==> config.mk <==
export PLATFORM = sky130hd
export DESIGN_NAME = round_robin_delay_scheduler
export DESIGN_NICKNAME = d
export VERILOG_FILES = /design/src/rtl/rrds_pkg.sv /design/src/rtl/round_robin_delay_scheduler.sv /design/src/rtl/rrds_cnt_file.sv
export SDC_FILE = /design/constraint.sdc
export NUM_CORES = 1
export LEC_CHECK = 0
export BUFFER_PORTS_ARGS = -buffer_cell sky130_fd_sc_hd__buf_2
export CORE_MARGIN = 3
export CORE_UTILIZATION = 45
export CTS_CLUSTER_SIZE = 20
export DETAILED_ROUTE_END_ITERATION = 12
export GPL_TIMING_DRIVEN = 1
export SETUP_SLACK_MARGIN = 0.05
export SYNTH_ARGS = -nofsm -noshare
export SYNTH_HDL_FRONTEND = slang
export SYNTH_SLANG_ARGS = --single-unit
==> constraint.sdc <==
create_clock -name clock -period 10.2 [get_ports clock]
set_input_delay 0.51 -clock clock [delete_from_list [all_inputs] [get_ports clock]]
set_output_delay 0.51 -clock clock [all_outputs]
set_load 0.005 [all_outputs]
==> src/rtl/rrds_pkg.sv <==
package rrds_pkg;

   localparam int NUM_TASKS = 8;
   localparam int IDX_W     = (NUM_TASKS > 1) ? $clog2(NUM_TASKS) : 1;
   localparam int CNT_W     = $clog2(NUM_TASKS + 1);
   localparam int PAD_W     = (NUM_TASKS > 8) ? NUM_TASKS : 8;
   localparam int DELAY_W   = 32;

   localparam logic [DELAY_W-1:0] BLOCKED_FOREVER = 32'hFFFF_FFFF;

   localparam logic [1:0] MODE_SCHED = 2'd0;
   localparam logic [1:0] MODE_SET   = 2'd1;
   localparam logic [1:0] MODE_SELF  = 2'd2;

   typedef struct packed {
      logic [1:0]         mode;
      logic [2:0]         task_req;
      logic [DELAY_W-1:0] delay;
   } req_type;

   typedef struct packed {
      logic [2:0] running_task;
      logic [7:0] ready_mask;
      logic       ignored;
   } rsp_type;

   typedef struct packed {
      logic               en;
      logic [IDX_W-1:0]   addr;
      logic [DELAY_W-1:0] data;
   } wr_cmd_type;

endpackage

==> src/rtl/round_robin_delay_scheduler.sv <==
//  Channel  Direction  Handshake            Payload
//  req      in         req_valid/req_stall  req_data: mode, task_req, delay
//  rsp      out        rsp_valid/rsp_stall  rsp_data: running_task, ready_mask, ignored
//
//  A schedule tick first decrements one counter per cycle with the shared decrementer,
//  then tests one candidate per cycle in round-robin order until a ready task is found
//  or every candidate has failed, in which case the idle task runs. A self delay is
//  written in a state of its own before the walk; a delay write goes straight to finish.
//  Synchronous reset sets every counter to ready and makes the idle task current.
//  A new transaction is taken while the previous result waits under rsp_stall;
//  the block holds its last step until the result register is free.
module round_robin_delay_scheduler (
   input  logic              clock,
   input  logic              reset,
   input  logic              req_valid,
   output logic              req_stall,
   input  rrds_pkg::req_type req_data,
   output logic              rsp_valid,
   input  logic              rsp_stall,
   output rrds_pkg::rsp_type rsp_data
);
   import rrds_pkg::*;

   typedef enum logic [2:0] {
      ST_IDLE,
      ST_SELF,
      ST_WALK,
      ST_SEARCH,
      ST_FINISH
   } state_type;

   state_type            state_ff, state_in;
   logic [IDX_W-1:0]     cur_ff, cur_in;
   logic [IDX_W-1:0]     idx_ff, idx_in;
   logic [CNT_W-1:0]     cnt_ff, cnt_in;
   logic [DELAY_W-1:0]   delay_ff, delay_in;
   logic                 ignored_ff, ignored_in;
   logic                 rsp_valid_ff, rsp_valid_in;
   rsp_type              rsp_data_ff, rsp_data_in;

   wr_cmd_type           wr;
   logic [DELAY_W-1:0]   rd_data;
   logic [NUM_TASKS-1:0] ready;
   logic [PAD_W-1:0]     ready_pad;
   logic                 accept;

   localparam logic [IDX_W-1:0] LAST_IDX = IDX_W'(NUM_TASKS - 1);

   function automatic logic [IDX_W-1:0] next_idx(input logic [IDX_W-1:0] i);
      return (i == LAST_IDX) ? '0 : i + 1'b1;
   endfunction

   rrds_cnt_file u_cnt_file (
      .clock   (clock),
      .reset   (reset),
      .wr      (wr),
      .rd_addr (idx_ff),
      .rd_data (rd_data),
      .ready   (ready)
   );

   assign req_stall = (state_ff != ST_IDLE);
   assign accept    = req_valid && !req_stall;
   assign ready_pad = PAD_W'(ready);

   always_comb begin
      state_in     = state_ff;
      cur_in       = cur_ff;
      idx_in       = idx_ff;
      cnt_in       = cnt_ff;
      delay_in     = delay_ff;
      ignored_in   = ignored_ff;
      rsp_valid_in = rsp_valid_ff && rsp_stall;
      rsp_data_in  = rsp_data_ff;
      wr           = '0;

      unique case (state_ff)
         ST_IDLE: begin
            if (accept) begin
               delay_in   = req_data.delay;
               ignored_in = 1'b0;
               idx_in     = IDX_W'(1);
               case (req_data.mode)
                  MODE_SCHED: state_in = ST_WALK;
                  MODE_SELF:  state_in = ST_SELF;
                  MODE_SET: begin
                     if (req_data.task_req == '0) begin
                        ignored_in = 1'b1;
                     end else if (32'(req_data.task_req) < NUM_TASKS) begin
                        wr.en   = 1'b1;
                        wr.addr = IDX_W'(req_data.task_req);
                        wr.data = req_data.delay;
                     end
                     state_in = ST_FINISH;
                  end
                  default: state_in = ST_FINISH;
               endcase
            end
         end
         ST_SELF: begin
            // The idle task cannot delay itself; the tick still runs.
            if (cur_ff != '0) begin
               wr.en   = 1'b1;
               wr.addr = cur_ff;
               wr.data = delay_ff;
            end
            state_in = ST_WALK;
         end
         ST_WALK: begin
            if (rd_data != '0 && rd_data != BLOCKED_FOREVER) begin
               wr.en   = 1'b1;
               wr.addr = idx_ff;
               wr.data = rd_data - 1'b1;
            end
            if (idx_ff == LAST_IDX) begin
               idx_in   = next_idx(cur_ff);
               cnt_in   = '0;
               state_in = ST_SEARCH;
            end else begin
               idx_in = idx_ff + 1'b1;
            end
         end
         ST_SEARCH: begin
            if (idx_ff != '0 && ready[idx_ff]) begin
               cur_in   = idx_ff;
               state_in = ST_FINISH;
            end else if (cnt_ff == CNT_W'(NUM_TASKS - 1)) begin
               cur_in   = '0;
               state_in = ST_FINISH;
            end else begin
               idx_in = next_idx(idx_ff);
               cnt_in = cnt_ff + 1'b1;
            end
         end
         ST_FINISH: begin
            if (!rsp_valid_ff || !rsp_stall) begin
               rsp_data_in.running_task = 3'(cur_ff);
               rsp_data_in.ready_mask   = {ready_pad[7:1], 1'b0};
               rsp_data_in.ignored      = ignored_ff;
               rsp_valid_in             = 1'b1;
               state_in                 = ST_IDLE;
            end
         end
         default: state_in = ST_IDLE;
      endcase
   end

   always_ff @(posedge clock) begin
      if (reset) begin
         state_ff     <= ST_IDLE;
         cur_ff       <= '0;
         rsp_valid_ff <= 1'b0;
      end else begin
         state_ff     <= state_in;
         cur_ff       <= cur_in;
         rsp_valid_ff <= rsp_valid_in;
      end
      idx_ff      <= idx_in;
      cnt_ff      <= cnt_in;
      delay_ff    <= delay_in;
      ignored_ff  <= ignored_in;
      rsp_data_ff <= rsp_data_in;
   end

   assign rsp_valid = rsp_valid_ff;
   assign rsp_data  = rsp_data_ff;

endmodule

==> src/rtl/rrds_cnt_file.sv <==
module rrds_cnt_file (
   input  logic                         clock,
   input  logic                         reset,
   input  rrds_pkg::wr_cmd_type         wr,
   input  logic [rrds_pkg::IDX_W-1:0]   rd_addr,
   output logic [rrds_pkg::DELAY_W-1:0] rd_data,
   output logic [rrds_pkg::NUM_TASKS-1:0] ready
);
   import rrds_pkg::*;

   logic [DELAY_W-1:0]   cnt_ff [NUM_TASKS];
   logic [NUM_TASKS-1:0] ready_ff;

   // The ready bits mirror "counter is zero" so the search never needs the counters.
   always_ff @(posedge clock) begin
      if (reset) begin
         for (int i = 0; i < NUM_TASKS; i++) begin
            cnt_ff[i] <= '0;
         end
         ready_ff <= '1;
      end else if (wr.en) begin
         cnt_ff[wr.addr]   <= wr.data;
         ready_ff[wr.addr] <= (wr.data == '0);
      end
   end

   assign rd_data = cnt_ff[rd_addr];
   assign ready   = ready_ff;

endmodule

==> metrics.log <==
INFO  metric yosys.cell_count.top_type = sky130_fd_sc_hd__edfxtp_1
INFO  metric final_hold_viol_count = 0
INFO  metric critical-path-top-cell-by-count = sky130_fd_sc_hd__buf_4
INFO  metric pwr_density_cell = 190 nW/µm²
INFO  metric timing.critical_path.slowest_stage_cell = sky130_fd_sc_hd__o31ai_1
INFO  metric cts_num_sinks = 325
INFO  metric post_synth_fa_ha_maj_area_fraction = 0.00716
INFO  metric cts_made_buffers = 36
INFO  metric final_core_utilization = 0.512
INFO  metric criticalPathCategory = reg -> reg
INFO  metric grt_pass1_vias = 9838
INFO  metric finish.net_count = 1226
INFO  metric setup_violations = 0
INFO  metric post_cts.repair.setup_buffers = 0
INFO  metric postRouteAntennaNets = 0
INFO  metric worstPathRequired = 10.43 ns
INFO  metric avgRoutedWirePerCell = 24.8 µm
INFO  metric maxSlewHeadroom = 0.127
INFO  metric yosysWarnings = 0
INFO  metric synthesis.area = 15700 µm²
INFO  metric antenna_violations_before_repair = 1
INFO  metric seq_power_share = 0.475
INFO  metric worst-path-max-fanout = 49
INFO  metric remaining_design_rule_violation_count = 0
INFO  metric root_buffer = sky130_fd_sc_hd__clkbuf_16
INFO  metric synth_flop_cell = sky130_fd_sc_hd__edfxtp_1
INFO  metric ioPinCount = 55
INFO  metric startpoint_type = flip-flop
INFO  metric worst_ir_drop_vdd = 0.120 mV
INFO  metric worst_path_dominant_cell_family = simple AND/OR/NAND/NOR gates
INFO  metric synth_seq_cells = 325
INFO  metric synth_top_family_by_area = simple AND/OR/NAND/NOR gates
INFO  metric holdBufCountCts = 0
INFO  metric status = finished, final reports clean
INFO  metric seq_area_frac_synth = 0.609
INFO  metric synth.top_cell.area_share = 0.586
INFO  metric count_of_flip_flops_with_a_built_in_enable_after_synthesis = 307
INFO  metric ranking_of_synthesized_cells_by_instance_count = 307 x sky130_fd_sc_hd__edfxtp_1, 259 x sky130_fd_sc_hd__nor2_1, 67 x sky130_fd_sc_hd__mux4_2
INFO  metric portBuffers = 53
INFO  metric setup_ws = 3.96 ns
INFO  metric die_x = 193 µm
INFO  metric yosys-mux-area-fraction = 0.124
INFO  metric place_hpwl = 24500 µm
INFO  metric grt_setup_unrepaired = no
INFO  metric post_synthesis_net_count = 1202
INFO  metric worstHoldPathType = in -> reg
INFO  metric post_synth_num_cell_types = 75
INFO  metric dieHeight = 193 µm
INFO  metric synth_async_sr_flop_share = 0
INFO  metric drt_wl_total = 41000 µm
INFO  metric clockPowerShare = 0.377
INFO  metric h-tree-depth = 2
INFO  metric place_worst_setup_slack = 4.02 ns
INFO  metric power = 3.31 mW
INFO  metric synthToLayoutAreaGrowth = 10.8%
INFO  metric power.switching_fraction = 0.264
INFO  metric critical_path_data_arrival_time = 6.46 ns
INFO  metric combinational_group_share_of_total_power = 0.148
INFO  metric finalWeightedCongestion = 0.941
INFO  metric p_int = 2.44 mW
INFO  metric globalRoute.totalOverflow = 0
INFO  metric timing.critical_path.to_type = flip-flop
INFO  metric grt_start_max_net_pins = 73
INFO  metric max-cap-violations = 0
INFO  metric synth_compound_gate_area_share = 0.0557
INFO  metric critical_path_buf_inv_count = 2
INFO  metric period_needed = 6.24 ns
INFO  metric viasPerCell = 6.08
INFO  metric floorplan.die_area = 37200 µm²
INFO  metric final.period_utilization = 0.611
INFO  metric placedInstanceArea = 16300 µm²
INFO  metric clkSlewWorstSetupHoldPaths = 0.06 ns
INFO  metric crit_path_max_incr_delay = 1.07 ns
INFO  metric fraction_of_layout_instances_using_a_drive_strength_above_1 = 0.235
INFO  metric synthesis.instances = 1152
INFO  metric via_count = 10.0k
INFO  metric design_area = 17400 µm²
INFO  metric power.net_switching = 874 µW
INFO  metric initial_core_utilization = 0.462
INFO  metric netlist.top_cell.by_area = sky130_fd_sc_hd__edfxtp_1
INFO  metric detailedRoute.firstPassIterationCount = 7
INFO  metric groute.usage.overall = 0.224
INFO  metric synthSimpleGateAreaFrac = 0.148
INFO  metric fin_worst_skew = 0.0180 ns
INFO  metric path_cells = buf_4 -> mux4_2 -> mux2i_2 -> nand3_1 -> nor4_4 -> and4_1 -> nor2_4 -> o31ai_1 -> or4_2 -> buf_4 -> nor2_1
INFO  metric worst_skew_pair.late_latency = 0.53 ns
INFO  metric num_rows = 67
INFO  metric final-max-slew-violation-count = 0
INFO  metric xor_xnor_share_of_the_synthesized_area = 0.0134
INFO  metric initial_drc_count = 1137
INFO  metric setup-tns-final = 0 ns
INFO  metric post_synth_main_area_contributors = sky130_fd_sc_hd__edfxtp_1 59%, sky130_fd_sc_hd__mux4_2 9.6%, sky130_fd_sc_hd__nor2_1 6.2%
INFO  metric p_leak = 5.71 nW
INFO  metric syn_area_per_cell = 13.7 µm²
INFO  metric max-clock-path-buffers = 3
INFO  metric cts.repair.resized = 0
INFO  metric core_box_area = 34000 µm²
INFO  metric fmax = 0.160 GHz
INFO  metric worstMarginPinSlew = 1.31 ns
INFO  metric tritoncts = built
INFO  metric wire_length_of_the_first_global_routing_pass = 61800 µm
[through the flow]
step / hold slack (ns) / std cells
floorplan: 0.400 / 1152
CTS: 0.187 / 1649
global route: 0.194 / 1651
finish: 0.204 / 1651
detailed placement: 0.416 / 1585
global placement: 0.406 / 1585
[layout by cell type (no fill, tap or decap), drive strengths merged, types with 15 or more instances in the layout]
cell / n
edfxtp: 307
nor2: 291
buf: 87
mux4: 67
clkbuf: 48
mux2i: 34
nor4: 32
a222oi: 25
nand4: 23
nand2: 21
nand3: 18
dfxtp: 18
inv: 17
xor2: 16
nor3: 16
o21ai: 15
clkinv: 15
[flip-flops by register name, indices dropped and copies added, names as in the netlist, 3 cells and up, named ones only]
register / flops
state_ff: 3
delay_ff: 32
cnt_ff: 4
u_cnt_file.cnt_ff: 256
idx_ff: 3
rsp_data: 11
u_cnt_file.ready: 8
cur_ff: 3
[kinds of logic (layout without fill, tap and decap cells)]
family | after synthesis | in the layout
buf+inv | 121 | 171
fa+ha+maj | 9 | 9
other cells | 1 | 2
xor+xnor | 24 | 24
flops | 325 | 325
simple gates | 456 | 456
compound gates | 112 | 112
mux | 104 | 104
[path summary, 6_finish.rpt]
path	depth (start not counted)	endpoint	from	slack (ns)
max	11	u_cnt_file.cnt_ff[2][14]$_SDFFCE_PN0P_	flip-flop	3.96
min	1	delay_ff[20]$_DFFE_PP_	req_data[20]	0.20
max reg2reg	11	u_cnt_file.cnt_ff[2][14]$_SDFFCE_PN0P_	flip-flop	3.96
min reg2reg	0	rsp_data[0]$_DFFE_PP_	ignored_ff$_SDFFCE_PP0P_	0.43
[power groups by stage]
stage | sequential (mW) | combinational (mW) | clock (mW)
final | 1.57 | 0.492 | 1.25
after global routing | 1.58 | 0.528 | 1.32
after CTS | 1.57 | 0.489 | 1.27
after detailed placement | 1.60 | 0.487 | 0
after global placement | 1.60 | 0.486 | 0
after floorplan | 1.57 | 0.376 | 0
[cell type report]
class                   instances  area [µm²]
diodes                          1        2.50
clock buffers                  47         985
clock inverters                17         141
flip-flops and latches        325        9590
inverters                      19        71.3
fillers                      2926       16600
multi-input cells             706        5570
repair buffers                 88         526
well taps                     448         561
[per-layer routing]
layer | vias to the layer above | part of all wire | track usage | wire length (µm)
met2 | 399 | 0.48 | 0.358 | 19500
met4 | 0 | 0.026 | 0.0732 | 1090
li1 | 4469 | - | - | -
met3 | 73 | 0.066 | 0.0316 | 2700
met1 | 5094 | 0.43 | 0.320 | 17700
met5 | - | 0 | 0 | 0
No activity file was read; power rests on OpenSTA's default activity.
